<file path="src/rtl/core/eas_pkg.sv">
// Shared types and constants for the eased servo trajectory core.
// Used by the channel interfaces, the shared arithmetic unit and the top level.
package eas_pkg;

  localparam int unsigned ECHO_W    = 16;
  localparam int unsigned ANGLE_W   = 8;
  localparam int unsigned DIVR_W    = 8;
  localparam int unsigned RANGE_W   = 10;
  localparam int unsigned SPD_W     = 4;
  localparam int unsigned STEP_W    = 12;
  localparam int unsigned FRAC_W    = 16;
  localparam int unsigned T_W       = FRAC_W + 1;
  localparam int unsigned NUM_W     = 50;
  localparam int unsigned PROD_W    = 58;
  localparam int unsigned DIV_W     = 28;
  localparam int unsigned DSR_W     = 12;
  localparam int unsigned MLT_W     = 17;
  localparam int unsigned CNT_W     = 5;
  localparam int unsigned CFG_IDX_W = 2;
  localparam int unsigned CFG_W     = 10;

  localparam logic [CNT_W-1:0] DIV_STEPS   = 5'd28;
  localparam logic [CNT_W-1:0] SQ_STEPS    = 5'd17;
  localparam logic [CNT_W-1:0] BYTE_STEPS  = 5'd8;

  localparam logic [DIVR_W-1:0]  ECHO_DIV_RST = 8'd58;
  localparam logic [RANGE_W-1:0] RANGE_RST    = 10'd400;
  localparam logic [SPD_W-1:0]   SPD_RST      = 4'd3;
  localparam logic [ANGLE_W-1:0] ANGLE_REST   = 8'd90;
  localparam logic [ANGLE_W-1:0] ANGLE_MAX    = 8'd180;

  localparam logic [T_W-1:0]   T_ONE   = 17'h10000;
  localparam logic [NUM_W-1:0] NUM_ONE = 50'h2_0000_0000_0000;

  localparam logic OPC_MEASURE = 1'b0;
  localparam logic OPC_TICK    = 1'b1;

  localparam logic [CFG_IDX_W-1:0] CFG_ECHO_DIV = 2'd0;
  localparam logic [CFG_IDX_W-1:0] CFG_RANGE    = 2'd1;
  localparam logic [CFG_IDX_W-1:0] CFG_SPD      = 2'd2;

  typedef enum logic {
    UOP_DIV = 1'b0,
    UOP_MUL = 1'b1
  } unit_op_e;

  typedef struct packed {
    unit_op_e          op;
    logic [PROD_W-1:0] a;
    logic [MLT_W-1:0]  b;
    logic [CNT_W-1:0]  cnt;
  } unit_cmd_t;

endpackage

</file>
<file path="src/rtl/core/eas_if.sv">
// Valid/ready channel interfaces for the eased servo trajectory core.
// Depends on eas_pkg for field widths.
interface eas_in_if import eas_pkg::*; ();
  logic              valid;
  logic              ready;
  logic              opcode;
  logic [ECHO_W-1:0] echo_us;

  modport source (output valid, output opcode, output echo_us, input ready);
  modport sink (input valid, input opcode, input echo_us, output ready);
endinterface

interface eas_out_if import eas_pkg::*; ();
  logic               valid;
  logic               ready;
  logic [ANGLE_W-1:0] servo_angle;
  logic               in_motion;
  logic               bad_measure;

  modport source (output valid, output servo_angle, output in_motion, output bad_measure,
                  input ready);
  modport sink (input valid, input servo_angle, input in_motion, input bad_measure,
                output ready);
endinterface

</file>
<file path="src/rtl/core/eas_shared_unit.sv">
// Shared bit-serial arithmetic unit: restoring divide and shift-add multiply
// over one adder, one bit per cycle. Depends on eas_pkg.
module eas_shared_unit import eas_pkg::*; (
  input  logic              clk_i,
  input  logic              rst_ni,
  input  logic              start_i,
  input  unit_cmd_t         cmd_i,
  output logic              done_o,
  output logic [DIV_W-1:0]  quot_o,
  output logic [PROD_W-1:0] prod_o
);

  unit_op_e          op_q;
  logic              busy_q, done_q;
  logic [CNT_W-1:0]  cnt_q;
  logic [PROD_W-1:0] acc_q, acc_d, opa_q, opa_d;
  logic [MLT_W-1:0]  opb_q, opb_d;
  logic [DSR_W:0]    rem_sh;
  logic [PROD_W-1:0] add_a, add_b, sum;
  logic              is_div, qbit;

  assign is_div = (op_q == UOP_DIV);
  assign rem_sh = {acc_q[DSR_W-1:0], opa_q[DIV_W-1]};

  always_comb begin
    add_a = PROD_W'(rem_sh);
    add_b = ~PROD_W'(opb_q[DSR_W-1:0]);
    case (op_q)
      UOP_DIV: begin
        add_a = PROD_W'(rem_sh);
        add_b = ~PROD_W'(opb_q[DSR_W-1:0]);
      end
      UOP_MUL: begin
        add_a = acc_q;
        add_b = opb_q[0] ? opa_q : '0;
      end
      default: begin
        add_a = acc_q;
        add_b = '0;
      end
    endcase
  end

  assign sum  = add_a + add_b + PROD_W'(is_div);
  assign qbit = ~sum[PROD_W-1];

  always_comb begin
    if (is_div) begin
      acc_d = qbit ? PROD_W'(sum[DSR_W:0]) : PROD_W'(rem_sh);
      opa_d = {opa_q[PROD_W-2:0], qbit};
      opb_d = opb_q;
    end else begin
      acc_d = sum;
      opa_d = {opa_q[PROD_W-2:0], 1'b0};
      opb_d = {1'b0, opb_q[MLT_W-1:1]};
    end
  end

  always_ff @(posedge clk_i or negedge rst_ni) begin
    if (!rst_ni) begin
      busy_q <= 1'b0;
      done_q <= 1'b0;
      cnt_q  <= '0;
      op_q   <= UOP_DIV;
    end else begin
      done_q <= busy_q && (cnt_q == CNT_W'(1));
      if (start_i) begin
        busy_q <= 1'b1;
        cnt_q  <= cmd_i.cnt;
        op_q   <= cmd_i.op;
      end else if (busy_q) begin
        cnt_q <= cnt_q - CNT_W'(1);
        if (cnt_q == CNT_W'(1)) begin
          busy_q <= 1'b0;
        end
      end
    end
  end

  always_ff @(posedge clk_i) begin
    if (start_i) begin
      acc_q <= '0;
      opa_q <= cmd_i.a;
      opb_q <= cmd_i.b;
    end else if (busy_q) begin
      acc_q <= acc_d;
      opa_q <= opa_d;
      opb_q <= opb_d;
    end
  end

  assign done_o = done_q;
  assign quot_o = opa_q[DIV_W-1:0];
  assign prod_o = acc_q;

endmodule

</file>
<file path="src/rtl/core/eased_servo_trajectory_core.sv">
// Eased servo trajectory core: echo width to target angle, then an
// ease-in-out cubic move one step per tick word.
// Depends on eas_pkg, eas_if and eas_shared_unit.
//
// Usage:
//   in_i carries one word per operation: opcode 0 is an echo measurement
//   (echo_us), opcode 1 is one step tick. Every accepted word yields exactly
//   one word on out_o: servo_angle, in_motion and bad_measure.
//   cfg_we_i/cfg_idx_i/cfg_wdata_i write echo_divisor (0), full_range_cm (1)
//   and steps_per_degree (2) while no word is in flight.
//   One bit-serial adder does all dividing and every multiply but the step total, one bit a cycle;
//   the sequencer takes one word at a time and in_i.ready is low meanwhile.
//   Measurement: a 28-step divide, an 8-step multiply by 180, then a second
//   28-step divide, all before out_o.valid.
//   Tick during a move: a 28-step divide for t, two 17-step multiplies for
//   the cube and an 8-step scale.
//   Tick with no move: the unit is not used; the word goes straight to emit.
//   Reset: angle 90, no move, registers 58 / 400 / 3.
//   A stalled out_o holds its word; the core finishes the next word and
//   waits with it until the output register frees up.
module eased_servo_trajectory_core import eas_pkg::*; (
  input  logic                 clk_i,
  input  logic                 rst_ni,
  input  logic                 cfg_we_i,
  input  logic [CFG_IDX_W-1:0] cfg_idx_i,
  input  logic [CFG_W-1:0]     cfg_wdata_i,
  eas_in_if.sink               in_i,
  eas_out_if.source            out_o
);

  typedef enum logic [8:0] {
    S_IDLE  = 9'b000000001,
    S_DIST  = 9'b000000010,
    S_SCL   = 9'b000000100,
    S_ANG   = 9'b000001000,
    S_TDIV  = 9'b000010000,
    S_SQ    = 9'b000100000,
    S_CUBE  = 9'b001000000,
    S_SCALE = 9'b010000000,
    S_EMIT  = 9'b100000000
  } state_e;

  state_e state_q, state_d;

  logic [DIVR_W-1:0]  div_q, div_eff;
  logic [RANGE_W-1:0] range_q, range_eff;
  logic [SPD_W-1:0]   spd_q;

  logic [ANGLE_W-1:0] start_q, start_d, target_q, target_d, present_q, present_d;
  logic [STEP_W-1:0]  step_total_q, step_total_d, step_count_q, step_count_d, sc_inc;
  logic               active_q, active_d;

  logic               op_q, mv_q;
  logic [T_W-1:0]     t_q, t_c, base_q, base_c;
  logic               hi_q, hi_c;
  logic [T_W:0]       om_c;
  logic [NUM_W-1:0]   num_c;

  logic               u_start, u_done;
  unit_cmd_t          u_cmd;
  logic [DIV_W-1:0]   u_quot;
  logic [PROD_W-1:0]  u_prod;

  logic               in_acc, emit;
  logic               out_valid_q;
  logic [ANGLE_W-1:0] out_angle_q;
  logic               out_motion_q, out_bad_q;

  logic               ang_bad, up;
  logic [ANGLE_W-1:0] ang8, d_meas, diff, present_tick;
  logic [STEP_W-1:0]  st_calc;
  logic [ANGLE_W:0]   r9;

  assign in_acc    = in_i.valid && in_i.ready;
  assign div_eff   = (div_q == '0) ? DIVR_W'(1) : div_q;
  assign range_eff = (range_q == '0) ? RANGE_W'(1) : range_q;
  assign sc_inc    = step_count_q + STEP_W'(1);

  eas_shared_unit u_unit (
    .clk_i   (clk_i),
    .rst_ni  (rst_ni),
    .start_i (u_start),
    .cmd_i   (u_cmd),
    .done_o  (u_done),
    .quot_o  (u_quot),
    .prod_o  (u_prod)
  );

  always_comb begin
    t_c    = (u_quot > DIV_W'(T_ONE)) ? T_ONE : u_quot[T_W-1:0];
    hi_c   = t_c[T_W-1] | t_c[T_W-2];
    om_c   = {T_ONE, 1'b0} - {t_c, 1'b0};
    base_c = hi_c ? om_c[T_W-1:0] : t_c;
    num_c  = hi_q ? (NUM_ONE - u_prod[NUM_W-1:0]) : {u_prod[NUM_W-4:0], 3'b000};
  end

  always_comb begin
    up   = (target_q >= start_q);
    diff = up ? (target_q - start_q) : (start_q - target_q);
  end

  always_comb begin
    state_d = state_q;
    u_start = 1'b0;
    u_cmd   = '{op: UOP_DIV, a: '0, b: '0, cnt: '0};
    emit    = 1'b0;
    case (state_q)
      S_IDLE: begin
        if (in_acc) begin
          if (in_i.opcode == OPC_MEASURE) begin
            u_start = 1'b1;
            u_cmd   = '{op: UOP_DIV, a: PROD_W'(in_i.echo_us), b: MLT_W'(div_eff),
                        cnt: DIV_STEPS};
            state_d = S_DIST;
          end else if (active_q) begin
            u_start = 1'b1;
            u_cmd   = '{op: UOP_DIV, a: PROD_W'({sc_inc, FRAC_W'(0)}),
                        b: MLT_W'(step_total_q), cnt: DIV_STEPS};
            state_d = S_TDIV;
          end else begin
            state_d = S_EMIT;
          end
        end
      end
      S_DIST: begin
        if (u_done) begin
          u_start = 1'b1;
          u_cmd   = '{op: UOP_MUL, a: PROD_W'(u_quot[ECHO_W-1:0]), b: MLT_W'(ANGLE_MAX),
                      cnt: BYTE_STEPS};
          state_d = S_SCL;
        end
      end
      S_SCL: begin
        if (u_done) begin
          u_start = 1'b1;
          u_cmd   = '{op: UOP_DIV, a: PROD_W'(u_prod[DIV_W-1:0]), b: MLT_W'(range_eff),
                      cnt: DIV_STEPS};
          state_d = S_ANG;
        end
      end
      S_ANG: begin
        if (u_done) begin
          state_d = S_EMIT;
        end
      end
      S_TDIV: begin
        if (u_done) begin
          u_start = 1'b1;
          u_cmd   = '{op: UOP_MUL, a: PROD_W'(base_c), b: base_c, cnt: SQ_STEPS};
          state_d = S_SQ;
        end
      end
      S_SQ: begin
        if (u_done) begin
          u_start = 1'b1;
          u_cmd   = '{op: UOP_MUL, a: PROD_W'(u_prod[2*T_W-1:0]), b: base_q, cnt: SQ_STEPS};
          state_d = S_CUBE;
        end
      end
      S_CUBE: begin
        if (u_done) begin
          u_start = 1'b1;
          u_cmd   = '{op: UOP_MUL, a: PROD_W'(num_c), b: MLT_W'(diff), cnt: BYTE_STEPS};
          state_d = S_SCALE;
        end
      end
      S_SCALE: begin
        if (u_done) begin
          state_d = S_EMIT;
        end
      end
      S_EMIT: begin
        if (!out_valid_q || out_o.ready) begin
          emit    = 1'b1;
          state_d = S_IDLE;
        end
      end
      default: state_d = S_IDLE;
    endcase
  end

  always_comb begin
    ang_bad      = (u_quot > DIV_W'(ANGLE_MAX));
    ang8         = u_quot[ANGLE_W-1:0];
    d_meas       = (ang8 >= present_q) ? (ang8 - present_q) : (present_q - ang8);
    st_calc      = STEP_W'(d_meas) * STEP_W'(spd_q);
    r9           = u_prod[PROD_W-1:PROD_W-ANGLE_W-1] + (ANGLE_W+1)'(u_prod[PROD_W-ANGLE_W-2]);
    present_tick = up ? (start_q + r9[ANGLE_W-1:0]) : (start_q - r9[ANGLE_W-1:0]);

    start_d      = start_q;
    target_d     = target_q;
    present_d    = present_q;
    step_total_d = step_total_q;
    step_count_d = step_count_q;
    active_d     = active_q;

    if (in_acc && in_i.opcode == OPC_TICK && active_q) begin
      step_count_d = sc_inc;
    end
    if (emit) begin
      if (op_q == OPC_MEASURE) begin
        if (!ang_bad) begin
          start_d      = present_q;
          target_d     = ang8;
          step_total_d = st_calc;
          step_count_d = '0;
          if (st_calc == '0) begin
            present_d = ang8;
            active_d  = 1'b0;
          end else begin
            active_d  = 1'b1;
          end
        end
      end else if (mv_q) begin
        present_d = present_tick;
        active_d  = (t_q != T_ONE);
      end
    end
  end

  always_ff @(posedge clk_i or negedge rst_ni) begin
    if (!rst_ni) begin
      state_q      <= S_IDLE;
      div_q        <= ECHO_DIV_RST;
      range_q      <= RANGE_RST;
      spd_q        <= SPD_RST;
      start_q      <= '0;
      target_q     <= '0;
      present_q    <= ANGLE_REST;
      step_total_q <= '0;
      step_count_q <= '0;
      active_q     <= 1'b0;
      out_valid_q  <= 1'b0;
    end else begin
      state_q      <= state_d;
      start_q      <= start_d;
      target_q     <= target_d;
      present_q    <= present_d;
      step_total_q <= step_total_d;
      step_count_q <= step_count_d;
      active_q     <= active_d;
      if (emit) begin
        out_valid_q <= 1'b1;
      end else if (out_o.ready) begin
        out_valid_q <= 1'b0;
      end
      if (cfg_we_i) begin
        case (cfg_idx_i)
          CFG_ECHO_DIV: div_q   <= cfg_wdata_i[DIVR_W-1:0];
          CFG_RANGE:    range_q <= cfg_wdata_i[RANGE_W-1:0];
          CFG_SPD:      spd_q   <= cfg_wdata_i[SPD_W-1:0];
          default: ;
        endcase
      end
    end
  end

  always_ff @(posedge clk_i) begin
    if (in_acc) begin
      op_q <= in_i.opcode;
      mv_q <= active_q;
    end
    if (state_q == S_TDIV && u_done) begin
      t_q    <= t_c;
      hi_q   <= hi_c;
      base_q <= base_c;
    end
    if (emit) begin
      out_angle_q  <= present_d;
      out_motion_q <= active_d;
      out_bad_q    <= (op_q == OPC_MEASURE) && ang_bad;
    end
  end

  assign in_i.ready        = (state_q == S_IDLE);
  assign out_o.valid       = out_valid_q;
  assign out_o.servo_angle = out_angle_q;
  assign out_o.in_motion   = out_motion_q;
  assign out_o.bad_measure = out_bad_q;

`ifndef SYNTHESIS
  a_angle_range: assert property (@(posedge clk_i) disable iff (!rst_ni)
    present_q <= ANGLE_MAX)
    else $error("servo angle beyond full scale");

  a_count_bound: assert property (@(posedge clk_i) disable iff (!rst_ni)
    active_q |-> step_count_q <= step_total_q)
    else $error("step count passed step total during a move");

  a_done_wait: assert property (@(posedge clk_i) disable iff (!rst_ni)
    u_done |-> !(state_q == S_IDLE || state_q == S_EMIT))
    else $error("unit finished with no sequencer state waiting");

  a_out_from_emit: assert property (@(posedge clk_i) disable iff (!rst_ni)
    $rose(out_valid_q) |-> $past(state_q == S_EMIT))
    else $error("output word raised outside emit");
`endif

endmodule
</file>
<file path="src/flat_wrapper.sv">
// flat-port wrapper written by rule: the top's interface ports become plain ports
module eased_servo_trajectory_core_flat import eas_pkg::*;
  (clk_i, rst_ni, cfg_we_i, cfg_idx_i, cfg_wdata_i, in_i_valid, in_i_opcode, in_i_echo_us, in_i_ready, out_o_valid, out_o_servo_angle, out_o_in_motion, out_o_bad_measure, out_o_ready);
  eas_in_if in_i_i ();
  eas_out_if out_o_i ();
  input  logic clk_i;
  input  logic rst_ni;
  input  logic cfg_we_i;
  input  logic [CFG_IDX_W-1:0] cfg_idx_i;
  input  logic [CFG_W-1:0] cfg_wdata_i;
  input wire logic [$bits(in_i_i.valid)-1:0] in_i_valid;
  input wire logic [$bits(in_i_i.opcode)-1:0] in_i_opcode;
  input wire logic [$bits(in_i_i.echo_us)-1:0] in_i_echo_us;
  output wire logic [$bits(in_i_i.ready)-1:0] in_i_ready;
  output wire logic [$bits(out_o_i.valid)-1:0] out_o_valid;
  output wire logic [$bits(out_o_i.servo_angle)-1:0] out_o_servo_angle;
  output wire logic [$bits(out_o_i.in_motion)-1:0] out_o_in_motion;
  output wire logic [$bits(out_o_i.bad_measure)-1:0] out_o_bad_measure;
  input wire logic [$bits(out_o_i.ready)-1:0] out_o_ready;
  assign in_i_i.valid = in_i_valid;
  assign in_i_i.opcode = in_i_opcode;
  assign in_i_i.echo_us = in_i_echo_us;
  assign in_i_ready = in_i_i.ready;
  assign out_o_valid = out_o_i.valid;
  assign out_o_servo_angle = out_o_i.servo_angle;
  assign out_o_in_motion = out_o_i.in_motion;
  assign out_o_bad_measure = out_o_i.bad_measure;
  assign out_o_i.ready = out_o_ready;
  eased_servo_trajectory_core u_core (.clk_i(clk_i), .rst_ni(rst_ni), .cfg_we_i(cfg_we_i), .cfg_idx_i(cfg_idx_i), .cfg_wdata_i(cfg_wdata_i), .in_i(in_i_i), .out_o(out_o_i));
endmodule
</file>
<file path="config.mk">
export PLATFORM = sky130hd
export DESIGN_NAME = eased_servo_trajectory_core_flat
export DESIGN_NICKNAME = d
export VERILOG_FILES = /design/src/rtl/core/eas_pkg.sv /design/src/rtl/core/eas_if.sv /design/src/rtl/core/eas_shared_unit.sv /design/src/rtl/core/eased_servo_trajectory_core.sv /design/src/flat_wrapper.sv
export SDC_FILE = /design/constraint.sdc
export NUM_CORES = 1
export LEC_CHECK = 0
export BUFFER_PORTS_ARGS = -buffer_cell sky130_fd_sc_hd__buf_2
export CAP_MARGIN = 10
export CORE_UTILIZATION = 30
export DETAILED_ROUTE_END_ITERATION = 8
export GPL_ROUTABILITY_DRIVEN = 1
export GPL_TIMING_DRIVEN = 0
export HOLD_SLACK_MARGIN = 0.06
export PLACE_DENSITY = 0.5
export SETUP_SLACK_MARGIN = 0.05
export SLEW_MARGIN = 30
export SYNTH_ARGS = -nofsm -noshare
export SYNTH_HDL_FRONTEND = slang
export SYNTH_HIERARCHICAL = 1
export SYNTH_SLANG_ARGS = --single-unit
</file>
<file path="constraint.sdc">
create_clock -name clk_i -period 11 [get_ports clk_i]
set_input_delay 3.3 -clock clk_i [delete_from_list [all_inputs] [get_ports clk_i]]
set_output_delay 3.3 -clock clk_i [all_outputs]
set_load 0.005 [all_outputs]
</file>
==> results.md <==
Hold path:
- The path category of the worst min-delay check is flip-flop to flip-flop.
- For hold timing, the worst endpoint is u_core/u_unit/prod_o[47].
- The number of cells on the worst hold path is 2.
- The start point of the worst hold path is u_core/u_unit/prod_o[47].

Floorplan:
- From bottom edge to top edge, the die measures approximately 270 um.
- The placeable core region is ~70,000 sq um.
- The area of the die is roughly 72,000 sq um.
- The initialized floorplan defines 97 standard-cell rows.
- The width of the die is roughly 270 um.
- The number of top-level design ports is 46.
- The starting density of the core is between 30% and 40%.

Global route:
- In the global route stage, met1 resource usage came out at between 20% and 30%.
- The met3 layer usage reported by global route is just under 3%.
- The via count of the first global-routing pass came to 18,800.
- For met2 alone, demand over resource in global routing was between 30% and 40%.
- The remaining global-route overflow is 0.
- The first global-routing pass estimated roughly 110 mm of wire.
- For this run, the total global-route usage over all layers was measured as roughly a fifth.
- The number of antenna violations at the first check in global routing is 2.
- In this run the most used layer during global routing was met2.
- Entering global routing, the biggest net connects just under 60 pins.

CTS:
- After clock tree synthesis, the clock-pin slew on the worst setup and hold paths is around 60 ps.
- The number of clock sinks is between 200 and 300.
- The later pin in the worst-skew pair is clocked with a latency of about 570 ps.
- The maximum buffer depth of the clock tree is 3.
- Post-CTS repair changed the size of 0 cells.
- The total CTS buffers is 36.
- The post-CTS setup buffer count is 0.
- The level count of the clock H-tree is 2.
- The hold buffer count at cts is 0.
- The clock tree from TritonCTS is done.
- Clock tree synthesis selected as its root buffer the cell clkbuf_16.

Worst setup path:
- For the worst setup path, the data arrival time is 7580 ps.
- The maximum fanout along the worst path is 9.
- The worst flop-to-flop path startpoint is u_core/u_unit/opa_q[0].
- The worst register-to-register path ends at u_core/out_o.servo_angle[6].
- The worst register-to-register path has a depth of 25.
- For this run, the slowest stage of the critical path takes about 550 ps.
- The cell with the most instances on the worst path is inv_1.
- For the worst setup path, the data required time is ~11,000 ps.
- The worst setup path category is flip-flop to flip-flop.
- The kind of capture point of the worst setup path is a flip-flop.
- STA classifies the critical path startpoint as a flip-flop.
- The largest individual stage delay along the critical path comes from the cell o32ai_1.
- Across all register-to-register paths, the minimum setup slack is 3670 ps.

Timing:
- Clock skew on the completed layout was measured at around 45 ps.
- Setup violations remaining at the end of the flow were counted as 0.
- Counting I/O delays and the setup requirement, the final critical path takes 7330 ps.
- Setup repair after global routing left no endpoint under its margin.
- Headroom to the max-slew limit came out at between 30% and 40%.
- For the pin with the worst max-slew slack, the measured transition is roughly 1000 ps.
- The final max-slew violation count is 0.
- The final count of hold timing violations is 0.
- Based on the critical path, the design can be clocked at up to approximately 140 MHz.
- The fraction of the cycle the final worst path needs is about two thirds.
- The sum of negative setup slack is 0 ps.

Detailed routing:
- The detailed-router iteration count before antenna repair is 7.
- The post-detailed-route wirelength per cell is approximately 21 um.
- The routed layout has between 15,000 and 20,000 vias.
- After detailed routing, the number of remaining DRC violations is 0.
- The routed wire length is between 70 and 80 mm.
- The violation count after the first detailed-routing iteration is 1,610.
- Once detail routing completed, the nets flagged for antenna violations numbered 0.
- The average via count per standard cell is 5.45.

Pwr:
- The total power draw is between 0.007 and 0.008 W.
- IR analysis of the VDD net gives a maximum drop of about 0.34 mV.
- Power spread over the standard cell area amounts to 311 nW/um^2.
- Summed over all cells, the static leakage comes to just under 10 nW.

Layout:
- After routing the design area is around 24,000 sq um.
- The synthesis-to-layout area growth is 12.7%.
- Of the cells placed in the final design, the portion with a size suffix greater than 1 is between 10% and 20%.
- The final net count is around 2,700.
- The final standard cell count with taps included and fillers excluded is ~3,500.

Placement:
- The detailed placement HPWL is slightly below 60 mm.
- In this run, placement finished with an instance count of roughly 3,500.
- The routability congestion estimate from global placement is 0.936.
- The placed instances occupy a cell area of roughly 23,000 sq um.
- The count of buffers inserted at the top-level ports is 45.

Logic synthesis:
- The total standard cell area after synthesis is 21,400 sq um.
- The Yosys step of the flow raised 6 warnings.
- A synthesized cell averages about 8.7 sq um.
- After technology mapping, the gate count stands at about 2,500.

Run status:
- The run finished with clean final reports.

Flow run:
- Across the run, the number of max-cap violations was 0.
## worst max path at each step
stage / start / to / slack [ps]
after floorplan: u_core/u_unit/opa_q[0] / u_core/out_o.servo_angle[6] / 5060
after global placement: in_i_valid / u_core/u_unit/opa_q[12] / 3430
after detailed placement: u_core/u_unit/opa_q[0] / u_core/out_o.servo_angle[6] / 3750
after CTS: u_core/u_unit/opa_q[0] / u_core/out_o.servo_angle[6] / 3730
after global routing: u_core/u_unit/opa_q[0] / u_core/out_o.servo_angle[6] / 3290
final: u_core/u_unit/opa_q[0] / u_core/out_o.servo_angle[6] / 3670
## where the power goes
| part | leakage (nW) | internal (W) | switching (W) |
|---|---|---|---|
| clock network | 0.582 | 0.000704 | 0.000489 |
| registers | 2.76 | 0.00137 | 0.000242 |
| logic | 6.37 | 0.00185 | 0.00284 |
## cells in the final DEF, fill, tap and decap left out, types with 19 or more instances in the layout
cell type	count
buf_2	51
and2_1	80
nand3_1	54
nor2_1	149
mux2i_1	57
ha_1	117
dfxtp_1	57
o21ai_0	170
xor2_1	59
mux2_2	114
a22oi_1	20
a211oi_1	23
fa_1	19
a21o_1	51
and3_1	19
dfrtp_1	75
nor3_1	44
o211ai_1	19
buf_4	28
inv_1	107
o31ai_1	19
a31oi_1	25
edfxtp_1	121
a21oi_1	111
clkbuf_16	40
nand2_1	346
nand4_1	25
clkbuf_1	125
or3_1	20
nor4_1	20
xnor2_1	88
## stage by stage
stage	setup WS, ps	utilization [%]	hold WS, ps
floorplan	5060	-	437
global placement	3430	32.5	495
detailed placement	3750	32.6	493
CTS	3730	34.3	518
global route	3290	34.3	538
finish	3670	34.3	510
## layout make-up
class                   instances  area, sq um
clock inverters                10         67.6
inverters                     111          419
flip-flops and latches        267         7020
plain buffers                 161          733
repair buffers                 47          279
fillers                      7309        46200
multi-input cells            1925        13300
diodes                          1         2.50
clock buffers                  55         1120
well taps                     940         1180
## registers in the layout (all words and copies together) (netlist names), 9 cells and up
| register | flops |
|---|---|
| u_core/base_q | 17 |
| u_core/range_q | 10 |
| u_core/state_q | 9 |
| u_core/step_count_q | 12 |
| u_core/step_total_q | 12 |
| u_core/t_q | 17 |
| u_core/u_unit/opa_q | 57 |
| u_core/u_unit/opb_q | 17 |
| u_core/u_unit/prod_o | 57 |
## worst max-delay path: cells and delay by family, from the launching register on
kind	cells	cell delay, ps
buffers and inverters	5	670
xor gates and xnor gates	2	610
adders and majority gates	5	1990
AOI/OAI and AO/OA	10	2590
and+or+nand+nor	3	700
DFF	1	430
## layer usage
metal	part of all wire, %	wire [um]
met2	44	33200
met5	0.017	13
met4	3.3	2470
met1	46	34600
met3	5.8	4360
(Power assumes the default switching activity.)
